<file path="config.mk">
export PLATFORM = sky130hd
export DESIGN_NAME = ppc_post
export DESIGN_NICKNAME = d
export VERILOG_FILES = /design/src/design/ppc_pkg.sv /design/src/design/ppc_post.sv
export SDC_FILE = /design/constraint.sdc
export NUM_CORES = 1
export LEC_CHECK = 0
export BUFFER_PORTS_ARGS = -buffer_cell sky130_fd_sc_hd__buf_2
export CAP_MARGIN = 15
export CORE_MARGIN = 2
export CORE_UTILIZATION = 50
export DETAILED_ROUTE_END_ITERATION = 6
export GPL_TIMING_DRIVEN = 0
export PLACE_DENSITY_LB_ADDON = 0.15
export SYNTH_ARGS = -nofsm -noshare
export SYNTH_HDL_FRONTEND = slang
export SYNTH_SLANG_ARGS = --single-unit
</file>
<file path="constraint.sdc">
create_clock -name clk_i -period 4 [get_ports clk_i]
set_input_delay 0.4 -clock clk_i [delete_from_list [all_inputs] [get_ports clk_i]]
set_output_delay 0.4 -clock clk_i [all_outputs]
set_load 0.05 [all_outputs]
</file>
<file path="src/design/ppc_pkg.sv">
package ppc_pkg;

  // Number of CORDIC micro-rotations, one cell each (8 to 24).
  localparam int NumStages = 16;
  // Fraction bits of the position fields. Only the unit depends on it.
  localparam int PosFracBits = 8;

  localparam int PosW = 32;
  localparam int HeadW = 16;
  localparam int VecW = PosW + 1;          // difference of two positions
  localparam int AngInW = HeadW + 1;       // a negated heading reaches +pi
  localparam int GuardBits = 8;
  localparam int CordW = 44;               // gained, guarded vector plus growth
  localparam int AngW = 33;                // residual angle, pi = 2^31
  localparam int ProdW = 64;
  localparam int GainShift = 30 - GuardBits;
  localparam int AtanIdxW = 5;
  localparam int SumW = CordW - GuardBits + 1;

  localparam logic signed [30:0] GainQ30 = 31'sd652032874;
  localparam logic signed [AngInW-1:0] QuarterTurn = 17'sd16384;
  localparam logic signed [AngInW-1:0] HalfTurn = 17'sd32768;

  typedef enum logic [1:0] {
    KindCompose = 2'd0,
    KindDiff    = 2'd1,
    KindInverse = 2'd2,
    KindNone    = 2'd3
  } kind_e;

  typedef struct packed {
    logic [1:0]              kind;
    logic signed [PosW-1:0]  a_x;
    logic signed [PosW-1:0]  a_y;
    logic signed [HeadW-1:0] a_heading;
    logic signed [PosW-1:0]  b_x;
    logic signed [PosW-1:0]  b_y;
    logic signed [HeadW-1:0] b_heading;
  } in_beat_t;

  typedef struct packed {
    logic signed [PosW-1:0]  out_x;
    logic signed [PosW-1:0]  out_y;
    logic signed [HeadW-1:0] out_heading;
    logic                    saturated;
  } out_beat_t;

  // Payload handed from cell to cell.
  typedef struct packed {
    logic                    zero;
    logic signed [PosW-1:0]  off_x;
    logic signed [PosW-1:0]  off_y;
    logic signed [HeadW-1:0] heading;
    logic signed [CordW-1:0] x;
    logic signed [CordW-1:0] y;
    logic signed [AngW-1:0]  z;
  } rot_t;

  // atan(2^-i) in units of pi / 2^31.
  function automatic logic signed [AngW-1:0] atan_lut(input logic [AtanIdxW-1:0] idx);
    logic signed [AngW-1:0] v;
    begin
      case (idx)
        5'd0:    v = 33'sd536870912;
        5'd1:    v = 33'sd316933406;
        5'd2:    v = 33'sd167458907;
        5'd3:    v = 33'sd85004756;
        5'd4:    v = 33'sd42667331;
        5'd5:    v = 33'sd21354465;
        5'd6:    v = 33'sd10680862;
        5'd7:    v = 33'sd5340245;
        5'd8:    v = 33'sd2670163;
        5'd9:    v = 33'sd1335087;
        5'd10:   v = 33'sd667544;
        5'd11:   v = 33'sd333772;
        5'd12:   v = 33'sd166886;
        5'd13:   v = 33'sd83443;
        5'd14:   v = 33'sd41721;
        5'd15:   v = 33'sd20860;
        5'd16:   v = 33'sd10430;
        5'd17:   v = 33'sd5215;
        5'd18:   v = 33'sd2607;
        5'd19:   v = 33'sd1303;
        5'd20:   v = 33'sd651;
        5'd21:   v = 33'sd325;
        5'd22:   v = 33'sd162;
        5'd23:   v = 33'sd81;
        default: v = '0;
      endcase
      return v;
    end
  endfunction

endpackage

</file>
<file path="src/design/ppc_post.sv">
module ppc_post import ppc_pkg::*; (
  input  logic      clk_i,
  input  logic      rst_ni,
  input  logic      en_i,
  input  logic      valid_i,
  input  rot_t      rot_i,
  output logic      valid_o,
  output out_beat_t beat_o
);

  localparam int RndW = CordW - GuardBits;
  localparam logic signed [CordW-1:0] RoundHalf = CordW'(1) <<< (GuardBits - 1);
  localparam logic signed [SumW-1:0] PosMax = SumW'(64'sh7FFF_FFFF);
  localparam logic signed [SumW-1:0] PosMin = -SumW'(64'sh8000_0000);

  // Drop the guard bits, rounding half up.
  logic                    r_valid_q;
  logic                    r_zero_q;
  logic signed [PosW-1:0]  r_off_x_q, r_off_y_q;
  logic signed [HeadW-1:0] r_head_q;
  logic signed [RndW-1:0]  r_x_q, r_x_d, r_y_q, r_y_d;

  logic signed [CordW-1:0] rnd_x, rnd_y;

  always_comb begin
    rnd_x = (rot_i.x + RoundHalf) >>> GuardBits;
    rnd_y = (rot_i.y + RoundHalf) >>> GuardBits;
    r_x_d = RndW'(rnd_x);
    r_y_d = RndW'(rnd_y);
  end

  // Add the offset and clip to the position range.
  out_beat_t beat_q, beat_d;
  logic signed [SumW-1:0] sum_x, sum_y;
  logic sat_x, sat_y;

  always_comb begin
    sum_x = SumW'(r_x_q) + SumW'(r_off_x_q);
    sum_y = SumW'(r_y_q) + SumW'(r_off_y_q);
    sat_x = (sum_x > PosMax) || (sum_x < PosMin);
    sat_y = (sum_y > PosMax) || (sum_y < PosMin);
    beat_d.out_x = (sum_x > PosMax) ? PosW'(PosMax) :
                   (sum_x < PosMin) ? PosW'(PosMin) : PosW'(sum_x);
    beat_d.out_y = (sum_y > PosMax) ? PosW'(PosMax) :
                   (sum_y < PosMin) ? PosW'(PosMin) : PosW'(sum_y);
    beat_d.out_heading = r_head_q;
    beat_d.saturated = sat_x | sat_y;
    if (r_zero_q) begin
      beat_d = '0;
    end
  end

  always_ff @(posedge clk_i or negedge rst_ni) begin
    if (!rst_ni) begin
      r_valid_q <= 1'b0;
      valid_o <= 1'b0;
    end else if (en_i) begin
      r_valid_q <= valid_i;
      valid_o <= r_valid_q;
    end
  end

  always_ff @(posedge clk_i) begin
    if (en_i) begin
      r_zero_q <= rot_i.zero;
      r_off_x_q <= rot_i.off_x;
      r_off_y_q <= rot_i.off_y;
      r_head_q <= rot_i.heading;
      r_x_q <= r_x_d;
      r_y_q <= r_y_d;
      beat_q <= beat_d;
    end
  end

  assign beat_o = beat_q;

endmodule

</file>
==> results of run 1 <==
registers in the layout, indices dropped and copies added (netlist names):
name,cells
r_y_q,36
r_valid_q,1
r_x_q,36
beat_o,81
r_off_y_q,32
r_head_q,16
valid_o,1
r_off_x_q,32
r_zero_q,1
worst max-delay path: stages (launching register included):
cell,delay [ps]
edfxtp_1,330
ha_1,190
inv_1,60
fa_1,400
nand2b_1,200
a21oi_1,230
a31oi_1,270
o21ai_2,360
o2111ai_1,190
a21oi_1,300
nor2_2,120
o41ai_4,340
buf_4,190
buf_6,180
o31ai_2,110
worst paths after layout:
path	endpoint	slack, ps	from	cells past startpoint
max	beat_o[79]$_SDFFCE_PP0P_	250	r_x_q[0]$_DFFE_PP_	14
min	r_off_y_q[17]$_DFFE_PP_	50	rot_i[154]	1
max reg2reg	beat_o[79]$_SDFFCE_PP0P_	250	r_x_q[0]$_DFFE_PP_	14
min reg2reg	valid_o$_DFFE_PN0P_	500	r_valid_q$_DFFE_PN0P_	1
max in group asynchronous	valid_o$_DFFE_PN0P_	3700	rst_ni	2
min in group asynchronous	r_valid_q$_DFFE_PN0P_	210	rst_ni	2
power groups by stage:
stage          registers [W]  clock network [W]  logic (W)
2_1_floorplan        0.00363                  0    0.00128
3_3_place_gp         0.00323                  0    0.00233
3_5_place_dp         0.00321                  0    0.00236
4_1_cts              0.00316            0.00229    0.00237
5_1_grt              0.00318            0.00238    0.00260
6_report             0.00316            0.00223    0.00239
stage by stage:
step	power [W]	area, um2	setup slack [ps]	util
after floorplan	0.00492	13600	923	-
after global placement	0.00556	15200	-792	0.568
after detailed placement	0.00557	15300	199	0.570
after CTS	0.00783	16100	137	0.599
after global routing	0.00816	16100	6.87	0.601
final	0.00779	16100	249	0.601
final cells by class:
cell class | count | share of cell area
Buffer | 37 | 0.0126
Clock buffer | 31 | 0.0429
Clock inverter | 15 | 0.00637
Inverter | 26 | 0.00606
Multi-Input combinational cell | 871 | 0.388
Sequential cell | 236 | 0.440
Tap cell | 341 | 0.0265
Timing Repair Buffer | 243 | 0.0780
per-layer routing:
metal / wire (um) / vias to the layer above / GRT usage
met5: 13 / - / 0
met2: 14200 / 326 / 0.340
li1: - / 5012 / -
met3: 2040 / 45 / 0.0362
met4: 689 / 2 / 0.0570
met1: 15300 / 4782 / 0.330
cells by family after synthesis:
group / count (synthesis) / synth area share
simple gates: 355 / 0.129
compound gates: 303 / 0.168
flops: 236 / 0.520
xor+xnor: 131 / 0.0844
fa+ha+maj: 76 / 0.0710
buf+inv: 63 / 0.0221
mux: 6 / 0.00460
repair_timing:
item | 4_1_cts | 5_1_grt
hold buffers | 1 | 0
resized for setup | 0 | 5
endpoints found under the hold margin | 2 | 0
buffers inserted | 0 | 1
setup endpoints to repair | 0 | 62
placed cells by master, fill, tap and decap left out, types with 34 or more instances in the layout:
cell type  instances
buf_2            248
edfxtp_1         234
nand2_1          104
a21oi_1           81
xnor2_1           79
ha_1              74
nor2_1            63
xor2_1            52
nand3_1           51
o21ai_0           35
o31ai_2           34
==> reports/results.tsv, run 1 <==
metric	value	unit
top-level port count	288	
worst skew pair latency	530	ps
clock group share of total power	0.287	
slew of the pin with the lowest slew margin	1100	ps
clk sink count	236	
htree depth	1	
Vias/cell	5.65	
share of layout cells above drive strength 1	0.245	
Placed Cells	1752	
remaining antenna violation count	0	
DP HPWL	24.4	mm
Leak Pwr	6.34	nW
synth unique cells	72	
Required @ worst endpoint	4240	ps
die area	0.0285	mm2
final hold violations	0	
sequential cell area fraction in the yosys report	0.520	
Max Cap Viol	0	
Reg power frac	0.406	
Power Internal	0.00513	W
syn_nets	1452	
netlist area before placement	0.0136	mm2
critical path class	flip-flop to flip-flop	
Switching Fraction	0.341	
GPL Wtd Cong	0.901	
initial antenna violation count	1	
crit path max fanout	10	
pwr/cell area	484	mW/mm2
FF/Latch Area	0.00708	mm2
CTS clock-pin slew for the worst setup and hold paths	60	ps
cell accounting for the most synthesized area	edfxtp_1	
Synth top cells by count	edfxtp_1, nand2_1, a21oi_1	
dominant synthesized flop cell	edfxtp_1	
Layout Nets	1723	
Peak Freq	267	MHz
Post-Layout Cell Count	1800	
CTS buffer count	26	
vias in the first global route	9739	
DRC	0	
count leader, synth	edfxtp_1	
Setup TNS	0	ps
die height	169	um
arrival time at the worst endpoint	3990	ps
Synth Area per Inst	11.6	um2
Critical Path Start Type	flip-flop	
yosys warns	0	
Chip Width	169	um
overall global routing resource usage	0.222	
Port Buffers	240	
n_diodes	0	
Worst VDD drop	0.357	mV
post-synthesis async set-or-reset flop share	0.00847	
first-pass GRT wire length	50.5	mm
crit share post-route	0.938	
TritonCTS clock tree	done	
clock skew	18.0	ps
Root Buffer Master	clkbuf_16	
Sw Pwr	0.00265	W
Max Buffers Root-to-Sink	3	
Vias	10167	
Starting Density	0.507	
multi-input logic area	0.00624	mm2
fillers	2218	
top cells by area, synth	edfxtp_1, ha_1, xnor2_1	
pin count of the biggest net entering global routing	128	
final count of negative-setup-slack endpoints	0	
top cell type's share of synthesized area	0.517	
Min-Delay Path Class	input port to flip-flop	
Setup crit end kind	flip-flop	
relative slew slack	0.263	
Gate power share	0.307	
Area growth syn-to-layout	18.4	%
Cells after Synth	1170	
EDFF count, synth	234	
final WL	32.2	mm
WHS	46.2	ps
Core ar.	0.0268	mm2
DR pass1 iterations	7	
Avg WL per Cell	17.9	um
unrepaired setup endpoints after global routing	no	
# rows	60	
number of DRC markers in iteration 0	830	
Max Slew Vio Count	0	
minimum clock period	3750	ps
gr ovfl total	0	
status	completed	
Yosys reg bits	236	
Power figures use the tool's default switching activity.
==> run 2, diff against run 1 <==
Settings changed: CORE_ASPECT_RATIO from default to 1.2.
==> reports/results.tsv, run 2 (synthesis results as in run 1) <==
metric	value	unit	change
clock skew	12.3	ps	-5.74 ps
Reg power frac	0.409		+0.003
clk sink count	236		unchanged
top-level port count	288		unchanged
DR pass1 iterations	5		-2
Critical Path Start Type	flip-flop		
Worst VDD drop	0.335	mV	-6.1%
top layer in use	met4		
final hold violations	0		unchanged
Place WS	169	ps	-30.6 ps
Vias/cell	5.56		-1.5%
first-pass GRT wire length	49.7	mm	-1.4%
Avg WL per Cell	17.9	um	+0.14%
minimum clock period	3790	ps	+38.7 ps
unrepaired setup endpoints after global routing	yes		
pin count of the biggest net entering global routing	91		-29%
overall global routing resource usage	0.220		-0.00187
Setup crit end kind	flip-flop		
commonest non-fill, non-tap cell in the layout	buf_2		
arrival time at the worst endpoint	4040	ps	+50 ps
Leak Pwr	6.33	nW	-0.17%
Switching Fraction	0.342		+0.00148
vias in the first global route	9656		-0.85%
fillers	2248		+1.4%
Vias	10005		-1.6%
crit share post-route	0.948		+0.00968
number of flip-flops in the largest register	81		unchanged
Core Util, Final	0.597		-0.00314
Peak Freq	264	MHz	-1.0%
Setup TNS	0	ps	unchanged
CTS clock-pin slew for the worst setup and hold paths	60	ps	about the same
Max Buffers Root-to-Sink	3		unchanged
DP HPWL	25.2	mm	+3.6%
relative slew slack	0.414		+0.151
hold path depth	1		unchanged
Metal-1 WL	13.4	mm	-13%
Core ar.	0.0269	mm2	+0.45%
GPL Wtd Cong	0.940		+4.3%
Placed Cells	1752		unchanged
Max Cap Viol	0		unchanged
crit path max fanout	10		unchanged
CTS buffer count	25		-3.8%
worst hold path endpoint	r_head_q[9]$_DFFE_PP_		
WHS	39.8	ps	-6.48 ps
clock group share of total power	0.278		-0.009
Final WS setup	210	ps	-38.7 ps
Root Buffer Master	clkbuf_16		
gr ovfl total	0		unchanged
met3 WL	1.24	mm	-39%
final count of negative-setup-slack endpoints	0		unchanged
Port Buffers	240		unchanged
number of DRC markers in iteration 0	493		-41%
R2R Setup Slk	210	ps	-40 ps
Starting Density	0.505		-0.00226
met2 wire len	16.3	mm	+15%
Power Internal	0.00505	W	-1.6%
Max Slew Vio Count	0		unchanged
pwr/cell area	477	mW/mm2	-1.3%
Required @ worst endpoint	4250	ps	about the same
most frequent cells in the layout	buf_2, edfxtp_1, nand2_1		
capturing point of the worst reg2reg path	beat_o[0]$_SDFFCE_PP0P_		
Post-Layout Cell Count	1799		-0.056%
Sw Pwr	0.00263	W	-0.98%
initial antenna violation count	2		+1
Layout Nets	1722		-0.058%
reg2reg start	r_off_y_q[22]$_DFFE_PP_		
Chip Width	155	um	-8.5%
worst skew pair latency	530	ps	about the same
# rows	66		+10%
die height	185	um	+9.3%
Setup Fix Bufs, Post-CTS	0		unchanged
die area	0.0285	mm2	about the same
Area growth syn-to-layout	18.3	%	about the same
DRC	0		unchanged
remaining antenna violation count	0		unchanged
Min-Delay Path Class	input port to flip-flop		
share of layout cells above drive strength 1	0.246		+0.000337
Gate power share	0.313		+0.006
FF-to-FF path depth	12		-2
hold path startpoint	rot_i[130]		
slew of the pin with the lowest slew margin	872	ps	-225 ps
final WL	32.3	mm	about the same
TritonCTS clock tree	done		
status	completed		
critical path class	flip-flop to flip-flop		
htree depth	1		unchanged
## run 2: changes by cell type in the layout (fill, tap and decap cells not counted), sizes merged
cell,before,now
diode,0,2
clkinvlp,1,2
inv,26,27
clkbuf,52,50
clkinv,13,11
## run 2: worst max-delay path, cell delays in order, from the launching register on
cell      delay (ps)
edfxtp_1         380
ha_1             290
clkbuf_1         230
nand3_1          270
a211oi_1         330
nor3_1           140
o211ai_1         250
nand2_1          250
nor3b_1          290
a211oi_2         110
o31ai_1          500
buf_2            340
o311ai_1         140
## run 2: how the worst max path moves through the flow
stage,cells after the start,startpoint,to,slack [ps]
2_1_floorplan,10,r_off_x_q[31]$_DFFE_PP_,beat_o[51]$_SDFFCE_PP0P_,920
3_3_place_gp,2,en_i,valid_o$_DFFE_PN0P_,-660
3_5_place_dp,13,r_off_x_q[0]$_DFFE_PP_,beat_o[78]$_SDFFCE_PP0P_,170
4_1_cts,13,r_y_q[0]$_DFFE_PP_,beat_o[34]$_SDFFCE_PP0P_,140
5_1_grt,11,r_off_y_q[7]$_DFFE_PP_,beat_o[0]$_SDFFCE_PP0P_,-2
6_report,12,r_off_y_q[22]$_DFFE_PP_,beat_o[0]$_SDFFCE_PP0P_,210
## run 2: routing by layer
metal  up-vias  GRT usage
met3        77     0.0252
met5         -          0
li1       5011          -
met2       267      0.401
met1      4650      0.264
met4         0     0.0948
## run 2: timing repair
action / CTS / global route
gates resized for setup: 0 / 7
hold buffers: 1 / 0
hold endpoints to repair: 2 / 0
setup endpoints to repair: 0 / 62
## run 2: layout make-up
cell class                      count  area (um2)  area share
Timing Repair Buffer              243        1280      0.0794
Inverter                           26        97.6     0.00607
Buffer                             37         203      0.0126
Multi-Input combinational cell    871        6250       0.389
Clock buffer                       29         641      0.0398
Sequential cell                   236        7080       0.440
Clock inverter                     15         105     0.00653
Tap cell                          340         425      0.0265
Antenna cell                        2        5.00    0.000311
## run 2: power groups by stage
| stage | clock network, W | logic, W | registers (W) |
|---|---|---|---|
| 3_3_place_gp | 0 | 0.00235 | 0.00320 |
| 4_1_cts | 0.00219 | 0.00239 | 0.00314 |
| 3_5_place_dp | 0 | 0.00238 | 0.00319 |
| 5_1_grt | 0.00228 | 0.00260 | 0.00316 |
| 2_1_floorplan | 0 | 0.00128 | 0.00363 |
| 6_report | 0.00214 | 0.00240 | 0.00314 |
## run 2: per-stage QoR
stage | cell area, um2 | power [W]
floorplan | 13600 | 0.00492
global placement | 15200 | 0.00555
detailed placement | 15300 | 0.00557
CTS | 16000 | 0.00772
global route | 16100 | 0.00804
finish | 16100 | 0.00768
==> run 3, diff against run 2 <==
Settings changed: CORE_UTILIZATION 50 to 56.
==> reports/results.tsv, run 3 (synthesis results as in run 1) <==
metric	value	unit	change
Post-Layout Cell Count	1779		-1.1%
top-level port count	288		unchanged
fillers	1847		-18%
final instance area	0.0161	mm2	+0.35%
minimum clock period	3870	ps	+81.0 ps
Most Frequent Cell on Critical Path	a21oi_1		
Avg WL per Cell	17.5	um	-2.3%
initial antenna violation count	4		+2
# rows	62		-6.1%
GPL Wtd Cong	0.879		-6.5%
Worst VDD drop	0.301	mV	-10%
DRC	0		unchanged
remaining antenna violation count	0		unchanged
Peak Freq	258	MHz	-2.1%
Max Cap Viol	0		unchanged
Slowest Stage Delay on Critical Path	610	ps	+110 ps
slew of the pin with the lowest slew margin	906	ps	+33.7 ps
critical path class	flip-flop to flip-flop		
Chip Width	146	um	-5.4%
FF-to-FF path depth	13		+1
WHS	50.1	ps	+10.3 ps
clock skew	21.1	ps	+8.83 ps
gr ovfl total	0		unchanged
overall global routing resource usage	0.239		+0.0183
commonest non-fill, non-tap cell in the layout	buf_2		
Place WS	125	ps	-43.8 ps
CP Depth	13		+1
crit share post-route	0.968		+0.0202
Layout Nets	1721		-0.058%
number of flip-flops in the largest register	81		unchanged
Critical Path Start Type	flip-flop		
DP HPWL	24.3	mm	-3.5%
htree depth	1		unchanged
Core Util, Final	0.675		+0.0781
pwr/cell area	487	mW/mm2	+2.0%
crit path max fanout	10		unchanged
final count of negative-setup-slack endpoints	0		unchanged
CP bufs+invs	2		unchanged
CTS buffer count	24		-4.0%
status	completed		
number of DRC markers in iteration 0	438		-11%
largest delay contributor family on the critical path	compound AO/OA/AOI/OAI gates		
Final WS setup	129	ps	-81.0 ps
Setup crit end kind	flip-flop		
CP Cell Sequence	ha_1, inv_1, fa_1, nand2b_1, a21oi_1, a31oi_1, o21ai_1, o2111ai_1, a21oi_1, nor2_2, o41ai_4, buf_6, o31ai_2		
Area growth syn-to-layout	18.7	%	
Area after DPL	0.0153	mm2	-0.16%
TritonCTS clock tree	done		
most frequent cells in the layout	buf_2, edfxtp_1, nand2_1		
arrival time at the worst endpoint	4100	ps	+60 ps
R2R Setup Slk	130	ps	-80 ps
final hold violations	0		unchanged
Min-Delay Path Class	input port to flip-flop		
Leak Pwr	6.37	nW	+0.61%
Vias/cell	5.66		+1.8%
Required @ worst endpoint	4230	ps	-20 ps
share of layout cells above drive strength 1	0.246		+0.000676
relative slew slack	0.396		-0.0180
die area	0.0255	mm2	-10%
DR pass1 iterations	5		unchanged
hold path depth	1		unchanged
clk sink count	236		unchanged
Starting Density	0.569		+0.0640
Placed Cells	1732		-1.1%
vias in the first global route	9718		+0.64%
final WL	31.2	mm	-3.4%
die height	175	um	-5.4%
Root Buffer Master	clkbuf_16		
Max Buffers Root-to-Sink	3		unchanged
Port Buffers	240		unchanged
Max Slew Vio Count	0		unchanged
Vias	10075		+0.70%
Slowest-stage cell, CP	o41ai_4		
pin count of the biggest net entering global routing	101		+11%
first-pass GRT wire length	48.7	mm	-2.0%
CTS clock-pin slew for the worst setup and hold paths	60	ps	about the same
Core ar.	0.0239	mm2	-11%
worst skew pair latency	520	ps	about the same
[run 3: changes by cell type in the layout (fill, tap and decap cells not counted), moves of 2 or more]
cell | before | now
clkinv_1 | 6 | 0
bufinv_16 | 1 | 4
diode_2 | 2 | 6
clkbuf_8 | 0 | 3
clkinvlp_4 | 2 | 0
[run 3: timing repair]
action                     CTS  global route
hold buffers                 1             0
setup endpoints to repair    0            32
resized for setup            0             4
setup buffers                0             0
hold endpoints to repair     2             0
[run 3: path summary, 6_finish.rpt]
path / start / end
worst min register to register: r_valid_q$_DFFE_PN0P_ / r_valid_q$_DFFE_PN0P_
min in group asynchronous: rst_ni / r_valid_q$_DFFE_PN0P_
worst min-delay path: rot_i[174] / r_off_x_q[5]$_DFFE_PP_
worst max register to register: r_x_q[0]$_DFFE_PP_ / beat_o[79]$_SDFFCE_PP0P_
worst max-delay path: r_x_q[0]$_DFFE_PP_ / beat_o[79]$_SDFFCE_PP0P_
max in group asynchronous: rst_ni / valid_o$_DFFE_PN0P_
[run 3: area by class of cell]
class | count | area (um2) | area share
flip-flops and latches | 236 | 7080 | 0.438
multi-input cells | 871 | 6240 | 0.387
repair buffers | 243 | 1280 | 0.0791
clock buffers | 31 | 678 | 0.0420
well taps | 320 | 400 | 0.0248
plain buffers | 37 | 203 | 0.0126
clock inverters | 9 | 153 | 0.00946
inverters | 26 | 97.6 | 0.00605
diodes | 6 | 15.0 | 0.000930
[run 3: per-stage QoR]
step / power, W / TNS, ps
2_1_floorplan: 0.00492 / 0
3_3_place_gp: 0.00552 / -102830
3_5_place_dp: 0.00554 / 0
4_1_cts: 0.00789 / 0
5_1_grt: 0.00821 / -27.4
6_report: 0.00786 / 0
[run 3: layer usage]
metal	track usage	vias up	part of all wire
met1	0.273	4720	0.39
met3	0.0266	67	0.042
met2	0.454	273	0.53
met4	0.0955	0	0.040
li1	-	5015	-
met5	0	-	0
[run 3: where the power goes]
part / switching [W] / internal, W
combinational: 0.00160 / 0.000783
clock: 0.000892 / 0.00145
sequential: 0.0000767 / 0.00306
total: 0.00257 / 0.00529
